$ cat src/rtl/core/tns_pkg.sv
`timescale 1ns / 1ps
// Package for the type name splitter.
// Holds the shared state types, command and status structs, character
// constants and character classes. Depends on nothing.
package tns_pkg;

    // Default buffer length for one word.
    localparam int NAME_LEN_DEF = 16;

    // Characters with a meaning of their own.
    localparam logic [7:0] CH_STAR  = 8'h2A;
    localparam logic [7:0] CH_AMP   = 8'h26;
    localparam logic [7:0] CH_COLON = 8'h3A;
    localparam logic [7:0] CH_LT    = 8'h3C;
    localparam logic [7:0] CH_COMMA = 8'h2C;
    localparam logic [7:0] CH_GT    = 8'h3E;

    // Scanner states.
    typedef enum logic [2:0] {
        SCAN_WAIT      = 3'd0,
        SCAN_WORD      = 3'd1,
        SCAN_COLON2    = 3'd2,
        SCAN_WAIT_TYPE = 3'd3,
        SCAN_TYPE      = 3'd4,
        SCAN_ABORT     = 3'd5
    } tns_scan_t;

    // Controller states.
    typedef enum logic [1:0] {
        CTL_SCAN,
        CTL_READ,
        CTL_SHOW
    } tns_ctl_state_t;

    // Commands from the controller to the datapath.
    typedef struct packed {
        logic accept;
        logic read;
        logic advance;
    } tns_cmd_t;

    // Status from the datapath to the controller.
    typedef struct packed {
        logic pair_close;
        logic emit_last;
    } tns_status_t;

    function automatic logic is_letter(input logic [7:0] c);
        return (c >= 8'h41 && c <= 8'h5A) || (c >= 8'h61 && c <= 8'h7A);
    endfunction

    function automatic logic is_word_char(input logic [7:0] c);
        return is_letter(c) || (c >= 8'h30 && c <= 8'h39) || c == CH_STAR || c == CH_AMP;
    endfunction

    function automatic logic is_closer(input logic [7:0] c);
        return c == CH_LT || c == CH_COMMA || c == CH_GT;
    endfunction

endpackage

$ cat src/rtl/core/type_name_splitter.sv
`timescale 1ns / 1ps
// Top level of the type name splitter.
// Joins the controller tns_ctrl and the datapath tns_dp; uses tns_pkg.
//
//  Channel  | Handshake              | Payload
//  ---------+------------------------+---------------------------------------------
//  input    | in_valid / in_ready    | char_code, end_of_name
//  output   | out_valid / out_ready  | out_char, is_type_char, pair_last, truncated
//
// A character that closes no pair leaves the input ready for the next one.
// After a closing character each emitted character is read from the word
// memory, then offered from the output register: one memory port serves emission.
// Input is not taken while a pair is being emitted; a stalled output holds.
// After reset the scanner waits for a letter; the word memory needs no clearing.
module type_name_splitter #(
    parameter int NAME_LEN = tns_pkg::NAME_LEN_DEF
) (
    input  logic       clk,
    input  logic       rst_n,
    input  logic       in_valid,
    output logic       in_ready,
    input  logic [7:0] char_code,
    input  logic       end_of_name,
    output logic       out_valid,
    input  logic       out_ready,
    output logic [7:0] out_char,
    output logic       is_type_char,
    output logic       pair_last,
    output logic       truncated
);
    import tns_pkg::*;

    tns_cmd_t    cmd;
    tns_status_t status;

    // Sequencing of scan and emission.
    tns_ctrl u_ctrl (
        .clk       (clk),
        .rst_n     (rst_n),
        .in_valid  (in_valid),
        .in_ready  (in_ready),
        .out_valid (out_valid),
        .out_ready (out_ready),
        .status    (status),
        .cmd       (cmd)
    );

    // Scanner, word memory and output register.
    tns_dp #(
        .NAME_LEN (NAME_LEN)
    ) u_dp (
        .clk          (clk),
        .rst_n        (rst_n),
        .cmd          (cmd),
        .status       (status),
        .char_code    (char_code),
        .end_of_name  (end_of_name),
        .out_char     (out_char),
        .is_type_char (is_type_char),
        .pair_last    (pair_last),
        .truncated    (truncated)
    );

endmodule

$ cat src/rtl/core/tns_ctrl.sv
`timescale 1ns / 1ps
// Controller for the type name splitter.
// Sequences scanning and the emission of one pair; uses tns_pkg.
module tns_ctrl (
    input  logic                  clk,
    input  logic                  rst_n,
    input  logic                  in_valid,
    output logic                  in_ready,
    output logic                  out_valid,
    input  logic                  out_ready,
    input  tns_pkg::tns_status_t  status,
    output tns_pkg::tns_cmd_t     cmd
);
    import tns_pkg::*;

    tns_ctl_state_t state_reg;
    tns_ctl_state_t state_next;

    // State register.
    always_ff @(posedge clk or negedge rst_n)
    begin
        if (!rst_n)
        begin
            state_reg <= CTL_SCAN;
        end
        else
        begin
            state_reg <= state_next;
        end
    end

    // Next state and outputs.
    always_comb
    begin
        state_next  = state_reg;
        in_ready    = 1'b0;
        out_valid   = 1'b0;
        cmd.accept  = 1'b0;
        cmd.read    = 1'b0;
        cmd.advance = 1'b0;
        unique case (state_reg)
            CTL_SCAN:
            begin
                in_ready = 1'b1;
                if (in_valid)
                begin
                    cmd.accept = 1'b1;
                    if (status.pair_close)
                    begin
                        state_next = CTL_READ;
                    end
                end
            end
            CTL_READ:
            begin
                cmd.read   = 1'b1;
                state_next = CTL_SHOW;
            end
            CTL_SHOW:
            begin
                out_valid = 1'b1;
                if (out_ready)
                begin
                    cmd.advance = 1'b1;
                    state_next  = status.emit_last ? CTL_SCAN : CTL_READ;
                end
            end
            default:
            begin
                state_next = CTL_SCAN;
            end
        endcase
    end

`ifndef SYNTH
    // Input is never taken while a character is on offer.
    a_no_overlap: assert property (@(posedge clk) disable iff (!rst_n)
        !(in_ready && out_valid))
        else $error("input taken during emission");

    // The last character of a pair returns control to scanning.
    a_back_to_scan: assert property (@(posedge clk) disable iff (!rst_n)
        (out_valid && out_ready && status.emit_last) |=> in_ready)
        else $error("scanner not resumed after pair");

    // A closing input item always starts a read.
    a_close_reads: assert property (@(posedge clk) disable iff (!rst_n)
        (cmd.accept && status.pair_close) |=> cmd.read)
        else $error("pair close did not start emission");
`endif

endmodule

$ cat src/rtl/core/tns_dp.sv
`timescale 1ns / 1ps
// Datapath for the type name splitter.
// Holds the scanner state, the two-bank word memory and the output register;
// uses tns_pkg.
module tns_dp #(
    parameter int NAME_LEN = tns_pkg::NAME_LEN_DEF
) (
    input  logic                  clk,
    input  logic                  rst_n,
    input  tns_pkg::tns_cmd_t     cmd,
    output tns_pkg::tns_status_t  status,
    input  logic [7:0]            char_code,
    input  logic                  end_of_name,
    output logic [7:0]            out_char,
    output logic                  is_type_char,
    output logic                  pair_last,
    output logic                  truncated
);
    import tns_pkg::*;

    localparam int IW    = (NAME_LEN > 1) ? $clog2(NAME_LEN) : 1;
    localparam int LW    = $clog2(NAME_LEN + 1);
    localparam int CW    = $clog2(2 * NAME_LEN + 1);
    localparam int DEPTH = 2 << IW;

    // Word memory: the bank bit picks which half holds the current word.
    logic [7:0] mem [DEPTH];

    tns_scan_t   scan_reg;
    logic [LW-1:0] word_len_reg;
    logic [LW-1:0] scope_len_reg;
    logic        word_ovf_reg;
    logic        scope_ovf_reg;
    logic        bank_reg;

    // Snapshot of the pair being emitted.
    logic [LW-1:0] p_slen_reg;
    logic [LW-1:0] p_wlen_reg;
    logic        p_trunc_reg;
    logic        p_bank_reg;
    logic [CW-1:0] idx_reg;

    logic [7:0]  out_char_reg;
    logic        type_reg;
    logic        last_reg;

    // Scanner next values.
    tns_scan_t   scan_next;
    logic [LW-1:0] word_len_next;
    logic [LW-1:0] scope_len_next;
    logic        word_ovf_next;
    logic        scope_ovf_next;
    logic        bank_next;
    logic        append;
    logic        room;
    logic        close;
    logic        emit;

    // Emission address and flags.
    logic [CW-1:0] total;
    logic [CW-1:0] offset;
    logic        in_scope;
    logic [IW:0] rd_addr;

    // One character of scanning, following the scanner states of tns_pkg.
    always_comb
    begin
        scan_next      = scan_reg;
        word_len_next  = word_len_reg;
        scope_len_next = scope_len_reg;
        word_ovf_next  = word_ovf_reg;
        scope_ovf_next = scope_ovf_reg;
        bank_next      = bank_reg;
        append         = 1'b0;
        close          = 1'b0;
        unique case (scan_reg)
            SCAN_WAIT:
            begin
                if (is_letter(char_code))
                begin
                    append    = 1'b1;
                    scan_next = SCAN_WORD;
                end
            end
            SCAN_WORD:
            begin
                if (is_word_char(char_code))
                begin
                    append = 1'b1;
                end
                else if (char_code == CH_COLON)
                begin
                    scope_len_next = word_len_reg;
                    scope_ovf_next = word_ovf_reg;
                    word_len_next  = '0;
                    word_ovf_next  = 1'b0;
                    bank_next      = ~bank_reg;
                    scan_next      = SCAN_COLON2;
                end
                else if (is_closer(char_code))
                begin
                    close     = 1'b1;
                    scan_next = SCAN_WAIT;
                end
            end
            SCAN_COLON2:
            begin
                scan_next = (char_code == CH_COLON) ? SCAN_WAIT_TYPE : SCAN_ABORT;
            end
            SCAN_WAIT_TYPE:
            begin
                if (is_letter(char_code))
                begin
                    append    = 1'b1;
                    scan_next = SCAN_TYPE;
                end
            end
            SCAN_TYPE:
            begin
                if (is_word_char(char_code))
                begin
                    append = 1'b1;
                end
                else if (is_closer(char_code))
                begin
                    close     = 1'b1;
                    scan_next = SCAN_WAIT;
                end
            end
            default:
            begin
                scan_next = scan_reg;
            end
        endcase
        room = word_len_reg < LW'(NAME_LEN);
        if (append)
        begin
            if (room)
            begin
                word_len_next = word_len_reg + 1'b1;
            end
            else
            begin
                word_ovf_next = 1'b1;
            end
        end
        emit = close || (end_of_name &&
               (scan_next == SCAN_WORD || scan_next == SCAN_TYPE));
    end

    // Read address: scope characters first, then the type word.
    always_comb
    begin
        total    = CW'(p_slen_reg) + CW'(p_wlen_reg);
        in_scope = idx_reg < CW'(p_slen_reg);
        offset   = idx_reg - CW'(p_slen_reg);
        if (in_scope)
        begin
            rd_addr = {~p_bank_reg, idx_reg[IW-1:0]};
        end
        else
        begin
            rd_addr = {p_bank_reg, offset[IW-1:0]};
        end
    end

    // Scanner and pair control registers.
    always_ff @(posedge clk or negedge rst_n)
    begin
        if (!rst_n)
        begin
            scan_reg      <= SCAN_WAIT;
            word_len_reg  <= '0;
            scope_len_reg <= '0;
            word_ovf_reg  <= 1'b0;
            scope_ovf_reg <= 1'b0;
            bank_reg      <= 1'b0;
            idx_reg       <= '0;
            p_slen_reg    <= '0;
            p_wlen_reg    <= '0;
            p_trunc_reg   <= 1'b0;
            p_bank_reg    <= 1'b0;
        end
        else
        begin
            if (cmd.accept)
            begin
                scan_reg  <= end_of_name ? SCAN_WAIT : scan_next;
                bank_reg  <= bank_next;
                if (emit || end_of_name)
                begin
                    word_len_reg  <= '0;
                    scope_len_reg <= '0;
                    word_ovf_reg  <= 1'b0;
                    scope_ovf_reg <= 1'b0;
                end
                else
                begin
                    word_len_reg  <= word_len_next;
                    scope_len_reg <= scope_len_next;
                    word_ovf_reg  <= word_ovf_next;
                    scope_ovf_reg <= scope_ovf_next;
                end
                if (emit)
                begin
                    idx_reg     <= '0;
                    p_slen_reg  <= scope_len_next;
                    p_wlen_reg  <= word_len_next;
                    p_trunc_reg <= scope_ovf_next | word_ovf_next;
                    p_bank_reg  <= bank_next;
                end
            end
            if (cmd.advance)
            begin
                idx_reg <= idx_reg + 1'b1;
            end
        end
    end

    // Word memory write and registered read into the output register.
    always_ff @(posedge clk)
    begin
        if (cmd.accept && append && room)
        begin
            mem[{bank_reg, word_len_reg[IW-1:0]}] <= char_code;
        end
        if (cmd.read)
        begin
            out_char_reg <= mem[rd_addr];
            type_reg     <= ~in_scope;
            last_reg     <= (idx_reg + 1'b1) == total;
        end
    end

    assign out_char          = out_char_reg;
    assign is_type_char      = type_reg;
    assign pair_last         = last_reg;
    assign truncated         = p_trunc_reg;
    assign status.pair_close = emit;
    assign status.emit_last  = last_reg;

`ifndef SYNTH
    // Word lengths never pass the buffer size.
    a_len_bound: assert property (@(posedge clk) disable iff (!rst_n)
        word_len_reg <= LW'(NAME_LEN) && scope_len_reg <= LW'(NAME_LEN))
        else $error("word length beyond buffer");

    // A read only happens inside the pair being emitted.
    a_idx_bound: assert property (@(posedge clk) disable iff (!rst_n)
        cmd.read |-> idx_reg < total)
        else $error("read beyond pair");

    // An emitted pair always carries a type word.
    a_type_nonempty: assert property (@(posedge clk) disable iff (!rst_n)
        (cmd.accept && emit) |=> p_wlen_reg != '0)
        else $error("empty type word in pair");
`endif

endmodule

$ cat config.mk
export PLATFORM = sky130hd
export DESIGN_NAME = type_name_splitter
export DESIGN_NICKNAME = d
export VERILOG_FILES = /design/src/rtl/core/tns_pkg.sv /design/src/rtl/core/type_name_splitter.sv /design/src/rtl/core/tns_ctrl.sv /design/src/rtl/core/tns_dp.sv
export SDC_FILE = /design/constraint.sdc
export NUM_CORES = 1
export LEC_CHECK = 0
export BUFFER_PORTS_ARGS = -buffer_cell sky130_fd_sc_hd__clkbuf_2
export CORE_AREA = 2 2 134 235
export DETAILED_ROUTE_END_ITERATION = 6
export DIE_AREA = 0 0 136 237
export SLEW_MARGIN = 25
export SYNTH_ARGS = -nofsm -noshare
export SYNTH_HDL_FRONTEND = slang
export SYNTH_SLANG_ARGS = --single-unit
$ cat constraint.sdc
create_clock -name clk -period 3.35 [get_ports clk]
set_clock_uncertainty 0.1 [all_clocks]
set_input_delay 0.67 -clock clk [delete_from_list [all_inputs] [get_ports clk]]
set_output_delay 0.67 -clock clk [all_outputs]
set_load 0.01 [all_outputs]
==> metrics.md, run 1 <==
| Metric | Value |
|---|---|
| Outcome | complete, but fails checks |
| Failing checks | negative setup slack |
| Prevailing post-synth register cell | edfxtp_1 |
| Hold WC Path Type | in -> async |
| Core box area | 0.0304 mm^2 |
| Area of the multi-input gates | 0.00432 mm^2 |
| Worst-case reg-to-reg path depth | 13 |
| Sequential share of the synthesized area | 0.673 |
| CP Data Required Time | 3550 ps |
| Fillcell total | 2,596 |
| CP Depth | 13 |
| NetSw | 4.76 mW |
| Layout cells sized above 1 | 0.291 |
| Total die area | 0.0322 mm^2 |
| Adder-cell area share of the yosys netlist | 0.0172 |
| Internal | 9.72 mW |
| Worst path cell trace | ha_4 > inv_2 > fa_2 > a211oi_2 > o21a_1 > buf_6 > mux2i_4 > buf_12 > buf_6 > mux4_2 > nor3b_2 > a21oi_1 > and4_1 |
| Worst path most repeated cell | buf_6 |
| Commonest non-fill, non-tap cell in the layout | edfxtp_1 |
| Hold slack | 124 ps |
| N_diodes | 0 |
| Post-route setup slack | -61.8 ps |
| CP max FO | 7 |
| Asr flop ratio synth | 0.119 |
| Setup WS pre-CTS | -352 ps |
| IO buf count | 25 |
| Synth Area in Compound Gates | 0.0592 |
| RSZ-0062 raised after global routing | true |
| LEAKAGE | 6.26 nW |
| Largest net degree at the start of global routing | 37 |
| Synth Register Bits | 302 |
| Logic pwr share | 0.474 |
| Max-slew headroom | 0.292 |
| Setup crit end kind | register |
| CP top delay family | multiplexers |
| DRT Pass-1 Iters | 4 |
| Tmin final | ~3400 ps |
| Reg power frac | 0.302 |
| Max Root-Sink Buffers | 3 |
| Via density per instance | 5.48 |
| Vias | 7,667 |
| Largest family of logic cells by synthesized area | multiplexers |
| Synthesized area | 0.0132 mm^2 |
| Number of global-route vias before repair | 8,210 |
| FF/Latch Area | 0.00889 mm^2 |
| Post-route clock period utilization | 1.02 |
| Detail Placement HPWL | 21.9 mm |
| Post-Synthesis Cells | 853 |
| Pwr Total | around 14 mW |
| Mux contribution to synthesized area | 0.164 |
| Initial antenna violation count | 1 |
| Total CTS buffers | 27 |
| Starting DRT DRC Count | 530 |
| Slew Limit Fails | 0 |
| Final Util | 0.525 |
| GRT overflow | 0 |
| Worst setup SP type | register |
| CP max stage cell | mux4_2 |
| Final setup viols | 5 |
| Post-Layout Inst Area | 0.0160 mm^2 |
| Clk slew on worst S/H paths | 70 ps |
| Root Driver | clkbuf_16 |
| Mean Syn Cell Area | 15.5 um^2 |
| Post-synthesis simple-gate area fraction | 0.0591 |
| Pwr Density | 907 mW/mm^2 |
| Synthesized netlist net count | between 800 and 900 |
| Max stage delay on crit path | 490 ps |
| Synth cell types | 60 |
| DRC | 0 |
| Row count | 85 |
| Dpl cell area | 0.0146 mm^2 |
| Fin cells | 1,400 |
| CTS Sinks | 302 |
| H-tree levels | 1 |
| Area delta synth->final | 20.8% |
| Crit path kind | reg -> reg |
| Final wirelength | 32.9 mm |
| GPL Wtd Cong | 0.833 |
| Io pins | 26 |
| Clock power share | 0.224 |
| First-pass GRT wire length | around 49 mm |
| Max reg flops | about 260 |
| Number of synthesized flops with an enable pin | 266 |
| CP bufs+invs | 4 |
| Setup TNS | -237 ps |
| Post-DRT Antenna Nets | 0 |
| Hold violation count in the final report | 0 |
| Tightest Pin Transition | 1060 ps |
| Initial Util | 0.434 |
| Total GRT Usage | 0.208 |
| Commonest cells after routing, fill and taps aside | edfxtp_1 (266), mux2i_1 (126), buf_4 (90), mux2_2 (58), nor2_1 (50) |
| DIE WIDTH | between 100 and 150 um |
| Routed length per instance | roughly 23 um |
| Placed insts | about 1,300 |
| Clock Latency Late Sink | 560 ps |
| CTS Hold Buffers Added | 0 |
| Die Height | 237 um |
| Sw Share | 0.329 |
| Xor/xnor share of the synthesized area | 0.0119 |
| CTS tree | done |
| NumNets Final | approximately 1,000 |
| FMAX | roughly 290 MHz |
| Maxcap violations | 0 |
| Worst EP arrival | around 3600 ps |
| YS warnings | 0 |
| Maximum VDD drop | 0.000779 V |
[layer usage]
metal / up-vias / GRT usage / wire, um
met5: - / 0 / 0
li1: 3569 / - / -
met4: 0 / 0.0704 / 1030
met3: 47 / 0.0208 / 986
met2: 135 / 0.405 / 18700
met1: 3916 / 0.230 / 12200
[synthesized netlist by cell type, types with 3 or more instances]
| cell | count | area, um^2 |
|---|---|---|
| a21o_1 | 6 | 45.0 |
| nor2b_1 | 8 | 50.1 |
| nor4_1 | 4 | 25.0 |
| buf_2 | 15 | 75.1 |
| dfrtp_1 | 36 | 901 |
| mux2_2 | 69 | 777 |
| a22o_1 | 7 | 61.3 |
| o21bai_1 | 4 | 30.0 |
| nand2b_1 | 4 | 25.0 |
| and3_1 | 5 | 31.3 |
| inv_1 | 16 | 60.1 |
| nand2_1 | 28 | 105 |
| nor2_1 | 50 | 188 |
| xnor2_1 | 12 | 105 |
| nor3_1 | 10 | 50.1 |
| nand3_1 | 13 | 65.1 |
| a31oi_1 | 3 | 18.8 |
| and2_1 | 5 | 31.3 |
| a32o_1 | 4 | 40.0 |
| o21ai_0 | 15 | 75.1 |
| nand3b_1 | 3 | 22.5 |
| buf_1 | 4 | 15.0 |
| xor2_1 | 6 | 52.6 |
| clkbuf_1 | 13 | 48.8 |
| ha_1 | 15 | 188 |
| a22oi_1 | 30 | 225 |
| edfxtp_1 | 266 | 7990 |
| o32ai_1 | 3 | 26.3 |
| a21oi_1 | 13 | 65.1 |
| mux2i_1 | 134 | 1340 |
| nor3b_1 | 5 | 37.5 |
| or3_1 | 4 | 25.0 |
| and4_1 | 8 | 70.1 |
[worst paths after layout]
| path | end | slack, ps | start |
|---|---|---|---|
| max | u_dp.out_char[6] | -60 | u_dp.p_slen_reg[0] |
| min | u_dp.scope_len_reg[4] | 120 | rst_n |
| max reg2reg | u_dp.out_char[6] | -60 | u_dp.p_slen_reg[0] |
| min reg2reg | u_ctrl.state_reg[0] | 390 | u_dp.pair_last |
| max in group asynchronous | u_dp.p_slen_reg[4] | 2480 | rst_n |
| min in group clk | u_dp.scan_reg[2] | 230 | end_of_name |
[kinds of logic after synthesis]
family / after synthesis
adder cells (fa/ha/maj): 17
AO/OA/AOI/OAI: 107
multiplexers: 205
AND/OR/NAND/NOR: 154
buffers and inverters: 50
XOR/XNOR: 18
flip-flops: 302
[what timing repair did]
action	4_1_cts	5_1_grt
endpoints found under the setup margin	8	8
pin swaps	5	10
cloned	5	2
buffers inserted	12	3
gates resized for setup	44	24
[power groups by stage]
stage	Combinational (mW)	Clock (mW)	Sequential, mW
floorplan	3.31	0	4.45
global placement	5.73	0	4.45
detailed placement	5.74	0	4.45
CTS	6.90	3.30	4.37
global route	7.26	3.43	4.38
finish	6.86	3.25	4.37
[area by class of cell]
| class | instances | share of cell area |
|---|---|---|
| clock inverters | 14 | 0.0131 |
| flip-flops and latches | 302 | 0.557 |
| inverters | 17 | 0.00431 |
| multi-input cells | 501 | 0.270 |
| clock buffers | 33 | 0.0437 |
| well taps | 391 | 0.0306 |
| repair buffers | 142 | 0.0812 |
[worst register-to-register path, stage by stage, from the launching register on]
cell and delay [ps]:
dfrtp_1 440, ha_4 180, inv_2 40, fa_2 350, a211oi_2 220, o21a_1 180, buf_6 130, mux2i_4 290
buf_12 210, buf_6 120, mux4_2 490, nor3b_2 220, a21oi_1 60, and4_1 150
No activity file was read; power rests on OpenSTA's default activity.
==> inputs of run 2 (changes only) <==
- CORE_AREA: 2 2 134 235 -> 2 2 162 283
- DIE_AREA: 0 0 136 237 -> 0 0 164 285
- SLEW_MARGIN: 25 -> 20
==> metrics.md, run 2 (synthesis results as in run 1) <==
| Metric | Value |
|---|---|
| Total CTS buffers | 25 (-7.4%) |
| Io pins | 26 (unchanged) |
| Dpl cell area | 0.0150 mm^2 (+3.3%) |
| Max-slew headroom | 0.379 (+0.0867) |
| Setup TNS | 0 ps (+237 ps) |
| Hold slack | 148 ps (+24.1 ps) |
| Maxcap violations | 0 (unchanged) |
| Worst EP arrival | 3650 ps (+40 ps) |
| Layout cells sized above 1 | 0.323 (+0.0316) |
| Largest net degree at the start of global routing | 37 (unchanged) |
| CTS tree | done |
| Row count | 103 (+21%) |
| Area delta synth->final | 25.3% |
| Root Driver | clkbuf_16 |
| Fillcell total | 4,116 (+59%) |
| Worst path most repeated cell | buf_12 |
| N_diodes | 0 (unchanged) |
| GRT overflow | 0 (unchanged) |
| CP Data Required Time | 3660 ps (+110 ps) |
| Worst setup SP type | register |
| Vias | 7,687 (+0.26%) |
| CTS Hold Buffers Added | 0 (unchanged) |
| Met1 GRT Util | 0.147 (-0.0832) |
| Hold WC Path Type | in -> async |
| M2 GR Usage | 0.295 (-0.110) |
| Crit path kind | reg -> reg |
| First-pass GRT wire length | 51.0 mm (+3.2%) |
| Hold violation count in the final report | 0 (unchanged) |
| Slew Limit Fails | 0 (unchanged) |
| DRT Pass-1 Iters | 4 (unchanged) |
| Met3 Use GR | 0.0166 (-0.00418) |
| Core box area | 0.0447 mm^2 (+47%) |
| Total GRT Usage | 0.147 (-0.0613) |
| RSZ-0062 raised after global routing | true |
| FMAX | 299 MHz (+2.1%) |
| Max stage delay on crit path | 390 ps (-100 ps) |
| Commonest non-fill, non-tap cell in the layout | edfxtp_1 |
| IO buf count | 25 (unchanged) |
| Tightest Pin Transition | 931 ps (-126 ps) |
| Final Util | 0.370 (-0.155) |
| Tmin final | 3340 ps (-71.2 ps) |
| Number of global-route vias before repair | 8,271 (+0.74%) |
| Initial antenna violation count | 1 (unchanged) |
| Outcome | completed |
| Commonest cells after routing, fill and taps aside | edfxtp_1 (266), mux2i_1 (118), buf_4 (116), mux2_2 (57), nor2_1 (50) |
| Via density per instance | 4.77 (-13%) |
| H-tree levels | 1 (unchanged) |
| Max reg flops | 256 (unchanged) |
| Die Height | 285 um (+20%) |
| Post-route setup slack | 9.39 ps (+71.2 ps) |
| Worst path cell trace | inv_2 > ha_4 > inv_2 > fa_2 > a211oi_2 > o21a_2 > mux2i_4 > buf_12 > buf_12 > buf_12 > buf_16 > mux2i_1 > mux2_4 > a22oi_2 > and4_1 |
| Final wirelength | 34.9 mm (+6.0%) |
| DIE WIDTH | 164 um (+21%) |
| Max Root-Sink Buffers | 3 (unchanged) |
| Detail Placement HPWL | 23.8 mm (+8.4%) |
| Total die area | 0.0467 mm^2 (+45%) |
| CTS Sinks | 302 (unchanged) |
| CP max FO | 5 (-2) |
| Post-DRT Antenna Nets | 0 (unchanged) |
| Post-Layout Inst Area | 0.0166 mm^2 (+3.7%) |
| GPL Wtd Cong | 0.820 (-1.6%) |
| Clock Latency Late Sink | 560 ps (about the same) |
| DRC | 0 (unchanged) |
| Worst-case reg-to-reg path depth | 15 (+2) |
| Initial Util | 0.295 (-0.139) |
| Pwr Density | 877 mW/mm^2 (-3.3%) |
| Clk slew on worst S/H paths | 70 ps (about the same) |
| LEAKAGE | 6.44 nW (+2.9%) |
| NumNets Final | 1,046 (+2.4%) |
| CP max stage cell | dfrtp_1 |
| Setup crit end kind | register |
| Setup WS pre-CTS | -168 ps (+185 ps) |
| Starting DRT DRC Count | 499 (-5.8%) |
| Maximum VDD drop | 0.000469 V (-40%) |
| Final setup viols | 0 (-5) |
| GRT Max-Usage Layer | met2 |
| Routed length per instance | 21.6 um (-7.9%) |
| Post-route clock period utilization | 0.997 (-0.0212) |
[run 2: changes by cell type in the layout (fill, tap and decap cells not counted), moves of 4 or more]
| cell | change |
|---|---|
| buf_4 | +26 |
| buf_16 | +5 |
| buf_6 | -5 |
| mux2i_1 | -8 |
| clkbuf_8 | +4 |
| mux2i_2 | +4 |
| mux2i_4 | +4 |
[run 2: repair_timing]
| action | CTS | global route |
|---|---|---|
| gates resized for setup | 24 | 48 |
| cloned | 3 | 7 |
| buffers inserted | 2 | 8 |
| pin swaps | 4 | 8 |
| endpoints found under the setup margin | 8 | 8 |
[run 2: layout make-up]
cell class / count / area [um^2] / area share
clock inverter: 13 / 181 / 0.0110
timing repair buffer: 169 / 1620 / 0.0980
tap: 577 / 722 / 0.0436
sequential: 302 / 8890 / 0.537
clock buffer: 32 / 692 / 0.0418
inverter: 17 / 65.1 / 0.00393
multi-input combinational: 501 / 4390 / 0.265
[run 2: per-layer routing]
layer,part of all wire,vias up
li1,-,3617
met1,0.35,3858
met2,0.58,146
met3,0.030,64
met4,0.045,2
met5,0.00020,-
[run 2: stage by stage]
stage / std cells / total power, mW
after CTS: 1602 / 13.8
after floorplan: 853 / 7.76
after global routing: 1611 / 15.1
final: 1611 / 14.5
after global placement: 1552 / 10.2
after detailed placement: 1552 / 10.2
[run 2: path summary, 6_finish.rpt]
kind | from | to | slack (ps)
min in group clk | end_of_name | u_dp.scan_reg[2] | 240
min | rst_n | u_ctrl.state_reg[0] | 150
max reg2reg | u_dp.idx_reg[0] | u_dp.out_char[4] | 9
min reg2reg | u_dp.pair_last | u_ctrl.state_reg[0] | 380
max | u_dp.idx_reg[0] | u_dp.out_char[4] | 9
max in group asynchronous | rst_n | u_dp.p_slen_reg[0] | 2360
[run 2: where the power goes]
| part | total [mW] | switching, mW | internal [mW] |
|---|---|---|---|
| clock network | 3.12 | 1.35 | 1.78 |
| logic | 7.03 | 3.26 | 3.77 |
| registers | 4.37 | 0.0791 | 4.29 |
| total | 14.5 | 4.69 | 9.83 |
[run 2: worst max-delay path: cells and delay by family, from the launching register on]
| family | cells | cell delay [ps] |
|---|---|---|
| compound gates | 3 | 740 |
| buf+inv | 6 | 640 |
| mux | 3 | 600 |
| fa+ha+maj | 2 | 490 |
| flops | 1 | 390 |
| simple gates | 1 | 230 |
